===== src/design/drsk_pkg.sv =====
// Package for the tableau insertion block: sizes, opcodes and shared types.
// It has no dependencies.
`timescale 1ns / 1ps
`default_nettype none
package drsk_pkg;
    localparam int MAX_ROWS   = 64;
    localparam int MAX_COLS   = 64;
    localparam int VALUE_BITS = 16;
    localparam int ROW_BITS   = $clog2(MAX_ROWS);
    localparam int COL_BITS   = $clog2(MAX_COLS);
    localparam int LEN_BITS   = $clog2(MAX_COLS + 1);
    localparam int CNT_BITS   = $clog2(MAX_ROWS + 1);
    localparam int ADDR_BITS  = ROW_BITS + COL_BITS;

    localparam logic [1:0] OP_INSERT = 2'd0;
    localparam logic [1:0] OP_READ   = 2'd1;
    localparam logic [1:0] OP_CLEAR  = 2'd2;

    localparam logic REG_ROW_LIMIT = 1'b0;
    localparam logic REG_COL_LIMIT = 1'b1;

    // Commands from the controller to the datapath.
    typedef struct packed {
        logic start;     // latch the input item
        logic len_rd;    // read length of current row (and the row above)
        logic last_rd;   // read last cell of the current row
        logic place;     // write the value and label at the row end
        logic scan_rd;   // read cell at scan column
        logic swap;      // write value at scan column, take displaced entry
        logic scan_next; // advance scan column
        logic row_next;  // advance to next row
        logic new_row;   // open a new row with the value
        logic clear;     // empty the tableau
        logic cell_rd;   // read the requested cell
        logic finish;    // build the result
    } t_cmd;

    // Status from the datapath to the controller.
    typedef struct packed {
        logic [1:0] op;
        logic       more_rows;  // current row index below rows in use
        logic       can_place;  // append condition holds
        logic       scan_more;  // scan column below row length
        logic       hit;        // value <= scanned entry
        logic       clr_done;
    } t_stat;
endpackage
`default_nettype wire


===== src/design/drsk_ctrl.sv =====
// Controller state machine for the tableau insertion block.
// Depends on drsk_pkg.
`timescale 1ns / 1ps
`default_nettype none
module drsk_ctrl import drsk_pkg::*; (
    input  wire logic  i_clk,
    input  wire logic  i_rst_n,
    input  wire logic  i_in_valid,
    output logic       o_in_ready,
    input  wire logic  i_out_busy,
    input  t_stat      i_stat,
    output t_cmd       o_cmd
);
    typedef enum logic [10:0] {
        S_INIT  = 11'b00000000001,
        S_IDLE  = 11'b00000000010,
        S_DEC   = 11'b00000000100,
        S_LEN   = 11'b00000001000,
        S_LAST  = 11'b00000010000,
        S_CHK   = 11'b00000100000,
        S_SCAN  = 11'b00001000000,
        S_CMP   = 11'b00010000000,
        S_CLR   = 11'b00100000000,
        S_READ  = 11'b01000000000,
        S_DONE  = 11'b10000000000
    } t_state;

    t_state r_state, n_state;

    always_ff @(posedge i_clk) begin
        if (!i_rst_n) begin
            r_state <= S_INIT;
        end else begin
            r_state <= n_state;
        end
    end

    assign o_in_ready = (r_state == S_IDLE);

    always_comb begin
        n_state = r_state;
        o_cmd   = '0;
        unique case (r_state)
            // After reset the row length table is swept to zero.
            S_INIT: begin
                o_cmd.clear = 1'b1;
                if (i_stat.clr_done) begin
                    n_state = S_IDLE;
                end
            end
            S_IDLE: begin
                if (i_in_valid) begin
                    o_cmd.start = 1'b1;
                    n_state     = S_DEC;
                end
            end
            S_DEC: begin
                unique case (i_stat.op)
                    OP_INSERT: n_state = S_LEN;
                    OP_READ: begin
                        o_cmd.cell_rd = 1'b1;
                        n_state       = S_READ;
                    end
                    OP_CLEAR: n_state = S_CLR;
                    default:  n_state = S_DONE;
                endcase
            end
            S_LEN: begin
                if (i_stat.more_rows) begin
                    o_cmd.len_rd = 1'b1;
                    n_state      = S_LAST;
                end else begin
                    o_cmd.new_row = 1'b1;
                    n_state       = S_DONE;
                end
            end
            S_LAST: begin
                o_cmd.last_rd = 1'b1;
                n_state       = S_CHK;
            end
            S_CHK: begin
                if (i_stat.can_place) begin
                    o_cmd.place = 1'b1;
                    n_state     = S_DONE;
                end else begin
                    n_state = S_SCAN;
                end
            end
            S_SCAN: begin
                if (i_stat.scan_more) begin
                    o_cmd.scan_rd = 1'b1;
                    n_state       = S_CMP;
                end else begin
                    o_cmd.row_next = 1'b1;
                    n_state        = S_LEN;
                end
            end
            S_CMP: begin
                if (i_stat.hit) begin
                    o_cmd.swap     = 1'b1;
                    o_cmd.row_next = 1'b1;
                    n_state        = S_LEN;
                end else begin
                    o_cmd.scan_next = 1'b1;
                    n_state         = S_SCAN;
                end
            end
            S_CLR: begin
                o_cmd.clear = 1'b1;
                if (i_stat.clr_done) begin
                    n_state = S_DONE;
                end
            end
            S_READ: n_state = S_DONE;
            S_DONE: begin
                if (!i_out_busy) begin
                    o_cmd.finish = 1'b1;
                    n_state      = S_IDLE;
                end
            end
            default: n_state = S_IDLE;
        endcase
    end
endmodule
`default_nettype wire


===== config.mk =====
export PLATFORM = sky130hd
export DESIGN_NAME = drsk_ctrl
export DESIGN_NICKNAME = d
export VERILOG_FILES = /design/src/design/drsk_pkg.sv /design/src/design/drsk_ctrl.sv
export SDC_FILE = /design/constraint.sdc
export NUM_CORES = 1
export LEC_CHECK = 0
export BUFFER_PORTS_ARGS = -buffer_cell sky130_fd_sc_hd__buf_2
export CORE_MARGIN = 1
export CORE_UTILIZATION = 40
export CTS_CLUSTER_SIZE = 28
export DETAILED_ROUTE_END_ITERATION = 12
export PLACE_DENSITY = 0.66
export SKIP_CTS_REPAIR_TIMING = 1
export SYNTH_ARGS = -nofsm -noshare
export SYNTH_HDL_FRONTEND = slang
export SYNTH_SLANG_ARGS = --single-unit

===== constraint.sdc =====
create_clock -name i_clk -period 2 [get_ports i_clk]
set_input_delay 0.1 -clock i_clk [delete_from_list [all_inputs] [get_ports i_clk]]
set_output_delay 0.1 -clock i_clk [all_outputs]
set_load 0.1 [all_outputs]

==> results.ini, run 1 <==
[placement]
place.gp.congestion=0.904
io_buffers=23
placed_area_um2=1050
hpwl_um=1420
dp_cells=146

[layout]
fin_area_um2=1100
final_nets=138
post-route-util=0.625
regMostFlops=r_state
top_regs=r_state x11
area_delta_synth_final_pct=42.6
layout.cells.non_filler=151
layout-drive-gt1-share=0.365
largest_register_ffs=11
diodes=0

[setup_path]
r2r-start=r_state[7]
ff2ff_path_depth=6
path_max_fanout=9
critPathCaptureType=output pin
cp.required_ns=1.90
start_kind=register
slowest_stage=dfxtp_1
path_buf_inv=1
critical_path_class=reg -> out
r2r_end=r_state[10]
cpPeakStageDelay_ns=0.41
path_cells=nor4_4, and3_2, nand2_1, nor2_1, buf_12
cp_top_family=simple AND/OR/NAND/NOR gates
reg2reg_slack_ns=0.26
crit_arrival_ns=1.83

[status]
status=finished clean

[clock_tree]
clock_latency_ns=0.27
clockRootBuffer=clkbuf_4
cts_buffer_depth=2
cts_tree=done
numClockSinks=11
cts-htree-levels=1
cts-buffers-inserted=3
clk_pin_slew_worst_paths_ns=0.07

[min_path]
hold_end=r_state[0]
worstHoldStart=i_rst_n
hold_path_depth=2
hp-class=in -> reg

[routing]
vias=813
avgRoutedWirePerCell_um=11.9
first_pass_iters=4
first_iter_violations=25
drc_errors=0
wirelength_um=1790
vias_per_cell=5.38
final_antenna_net_count=0

[power]
leakage_nw=0.474
vdd_drop_max_mv=0.309
seqPwrFrac=0.466
p_switching_mw=0.155
power.density_nw_per_um2=445
intPower_mw=0.335
p_clk_frac=0.307
combPwrFrac=0.227
p_sw_frac=0.316

[global_routing]
grt_max_degree=12
grt_use_met3=0.0476
use_met2=0.318
gr-total-overflow=0
busiest_layer=met2
grt_util_all_layers=0.195
grt_first_pass_wirelength_um=2950
met1_usage=0.247
grt_pass1_vias=705
grt_antenna_before_repair=0

[sta]
final-setup-viol-count=0
fin_crit_ns=1.93
slew_viol_final=0
fin_skew_ns=0.00426
grt_setup_unrepaired=yes
period_share=0.963
hold_viol=0
maxSlewHeadroom=0.679
fmax_ghz=0.519
tightestPinTransition_ns=0.485

[synth]
syn_area_um2=773
synth-seq-cells=11
syn_inst=102
syn_avg_cell_area_um2=7.58
synth_top_area_frac=0.285
async_reset_ff_frac=0
synth-edff-count=0
yosysWarnings=0
synth_fp_nets=113
synth_area_leaders=dfxtp_1, nor2_1, nor2b_1, nor4_1, nand2_1
synth_flop_cell=dfxtp_1
synth_top_area_cell=dfxtp_1
ys_top_cells_by_count=nor2_1, dfxtp_1, nand2_1
seq_area_frac_synth=0.285
ys_types=35
synth_most_common_cell=nor2_1

[run]
cap_viol_max_count=0

[die]
die_x_um=46.0
io_pins=24
fp.coreArea_um2=1760
die-area_um2=2110
initial_core_util=0.438
die_y_um=46.0
rows=15

==> power groups by stage <==
stage / combinational, mW / sequential (mW) / clock (mW)
3_3_place_gp: 0.107 / 0.233 / 0
4_1_cts: 0.109 / 0.228 / 0.155
6_report: 0.111 / 0.229 / 0.151
2_1_floorplan: 0.0783 / 0.232 / 0
3_5_place_dp: 0.109 / 0.233 / 0
5_1_grt: 0.119 / 0.229 / 0.165
==> per-stage QoR <==
step	hold WS (ns)	worst slack, ns	TNS, ns	power, mW
6_report	0.0717	0.0744	0	0.491
5_1_grt	0.0690	-0.0338	-0.0663	0.513
4_1_cts	0.0652	0.00505	0	0.492
3_5_place_dp	0.345	0.309	0	0.341
3_3_place_gp	0.341	0.305	0	0.339
2_1_floorplan	0.162	-0.456	-1.09	0.310
==> metal layers <==
metal	part of all wire	up-vias	wire, µm
li1	-	415	-
met1	0.46	364	828
met2	0.46	30	825
met3	0.058	4	103
met4	0.019	0	34
met5	0	-	0
==> worst max path at each step <==
stage / start / end / depth (start not counted)
global route: r_state[7] / o_cmd[10] / 5
global placement: r_state[8] / o_cmd[8] / 5
detailed placement: r_state[8] / o_cmd[8] / 5
CTS: r_state[8] / o_cmd[8] / 5
floorplan: r_state[4] / o_cmd[10] / 5
finish: r_state[7] / o_cmd[10] / 5
==> layout by cell type (no fill, tap or decap), drive strengths merged <==
cell type,n
and2,3
a22oi,1
a211oi,1
o22ai,1
o21ai,4
and3,6
a32o,1
nor2,15
nor2b,5
o21a,2
buf,23
nand3b,2
and3b,1
nand2,8
nand4,2
clkbuf,6
nor3b,1
nor4b,2
a211o,1
nor3,5
a31oi,2
and2b,2
nand3,1
nand4b,1
dfxtp,11
xor2,2
a21oi,3
or4b,1
nor4,6
inv,6
and4,1
==> cell families (layout without fill, tap and decap cells) <==
group                     after synthesis  after routing  synth area share
AOI/OAI and AO/OA                      16             16             0.139
xor gates and xnor gates                2              2            0.0227
buffers and inverters                  11             35            0.0777
DFF                                    11             11             0.285
and+or+nand+nor                        62             62             0.476
==> cell type report <==
| class | count | area [µm²] |
|---|---|---|
| timing repair buffer | 25 | 258 |
| fill | 152 | 662 |
| clock buffer | 4 | 26.3 |
| multi-input combinational | 80 | 544 |
| inverter | 6 | 22.5 |
| tap | 25 | 31.3 |
| sequential | 11 | 220 |
Power figures use the tool's default switching activity.
==> inputs of run 2 (changes only) <==
- CTS_BUF_LIST: unset -> sky130_fd_sc_hd__clkbuf_16
==> results.ini, run 2 (synthesized netlist as in run 1, its figures left out) <==
[layout]
diodes=0  ; unchanged
fin_area_um2=1150  ; +4.1%
largest_register_ffs=11  ; unchanged
regMostFlops=r_state
top_regs=r_state x11
mostFrequentLayoutCell=buf_2
layout-drive-gt1-share=0.357  ; -0.00794
register_area_um2=220  ; unchanged
final_cell_mix=buf_2, nor2_1, dfxtp_1
layout.cells.non_filler=151  ; unchanged
area_delta_synth_final_pct=48.4
final_nets=138  ; unchanged
multi_input_area_um2=539  ; -0.92%
fill_cells=147  ; -3.3%

[sta]
hold_viol=0  ; unchanged
period_share=0.951  ; -0.0118
final-setup-viol-count=0  ; unchanged
maxSlewHeadroom=0.678  ; -0.000760
fmax_ghz=0.526  ; +1.2%
grt_setup_unrepaired=no
fin_crit_ns=1.90  ; -0.0235 ns
fin_skew_ns=0.00155  ; -0.00271 ns
slew_viol_final=0  ; unchanged
tightestPinTransition_ns=0.486  ; +0.00115 ns

[setup_path]
cp-startpoint=r_state[7]
start_kind=register
critPathCaptureType=output pin
path_max_fanout=9  ; unchanged
critical_path_class=reg -> out
cp.required_ns=1.90  ; about the same
crit_arrival_ns=1.80  ; -0.03 ns
ff2ff_path_depth=6  ; unchanged
r2r-start=r_state[7]

[routing]
vias=833  ; +2.5%
wirelength_um=1930  ; +7.5%
drc_errors=0  ; unchanged
avgRoutedWirePerCell_um=12.7  ; +7.5%
final_antenna_net_count=0  ; unchanged
first_iter_violations=16  ; -36%
vias_per_cell=5.52  ; +2.5%
first_pass_iters=4  ; unchanged

[global_routing]
grt_first_pass_wirelength_um=3120  ; +5.8%
grt_max_degree=12  ; unchanged
grt_util_all_layers=0.212  ; +0.0162
grt_pass1_vias=730  ; +3.5%
gr-total-overflow=0  ; unchanged
grt_antenna_before_repair=0  ; unchanged

[clock_tree]
clk_pin_slew_worst_paths_ns=0.04  ; -0.03 ns
numClockSinks=11  ; unchanged
cts_tree=done
clockRootBuffer=clkbuf_16
clock_latency_ns=0.24  ; -0.03 ns
cts-buffers-inserted=3  ; unchanged
cts_buffer_depth=2  ; unchanged
cts-htree-levels=1  ; unchanged

[run]
cap_viol_max_count=0  ; unchanged

[die]
fp.coreArea_um2=1760  ; unchanged
die_x_um=46.0  ; unchanged
initial_core_util=0.438  ; unchanged
io_pins=24  ; unchanged
die_y_um=46.0  ; unchanged
die-area_um2=2110  ; unchanged
rows=15  ; unchanged

[status]
status=finished clean

[min_path]
hold_path_depth=2  ; unchanged
hp-class=in -> reg
worstHoldStart=i_rst_n

[placement]
io_buffers=23  ; unchanged
dp_cells=146  ; unchanged
placed_area_um2=1050  ; unchanged
hpwl_um=1420  ; unchanged
place.gp.congestion=0.904  ; unchanged

[power]
power.density_nw_per_um2=608  ; +37%
leakage_nw=0.497  ; +4.8%
vdd_drop_max_mv=0.611  ; +98%

## run 2: metrics by stage
stage	setup WS, ns	hold slack [ns]	setup TNS [ns]	total power, mW	util
6_report	0.0980	0.103	0	0.698	0.650
5_1_grt	0.00243	0.111	0	0.723	0.650
3_3_place_gp	0.305	0.341	0	0.339	0.597
3_5_place_dp	0.309	0.345	0	0.341	0.597
4_1_cts	0.0468	0.0997	0	0.703	0.642
2_1_floorplan	-0.456	0.162	-1.09	0.310	-
## run 2: cell type report
cell class,count,area share
inverters,6,0.0196
clock buffers,3,0.0654
repair buffers,25,0.222
multi-input cells,80,0.470
flip-flops and latches,11,0.192
clock inverters,1,0.00327
well taps,25,0.0273
## run 2: routing by layer
layer / vias up / wire length, µm / global-route usage
li1: 417 / - / -
met1: 379 / 874 / 0.252
met2: 33 / 915 / 0.346
met3: 4 / 109 / 0.0675
met4: 0 / 25 / 0.0882
met5: - / 0 / 0
## run 2: worst paths after layout
kind / to / slack, ns
min: r_state[0] / 0.10
max reg2reg: r_state[10] / 0.26
min reg2reg: r_state[0] / 0.50
max: o_cmd[10] / 0.1
## run 2: worst max-delay path, stage by stage (launching register included)
cell     delay (ns)
dfxtp_1        0.40
nor4_4         0.39
and3_2         0.29
nand2_1        0.09
nor2_1         0.19
buf_12         0.20
## run 2: where the power goes
part	internal (mW)	leakage (nW)	total (mW)	switching, mW
registers	0.225	0.0893	0.230	0.00532
clock network	0.262	0.0423	0.357	0.0949
logic	0.0335	0.365	0.111	0.0775
total	0.520	0.497	0.698	0.178
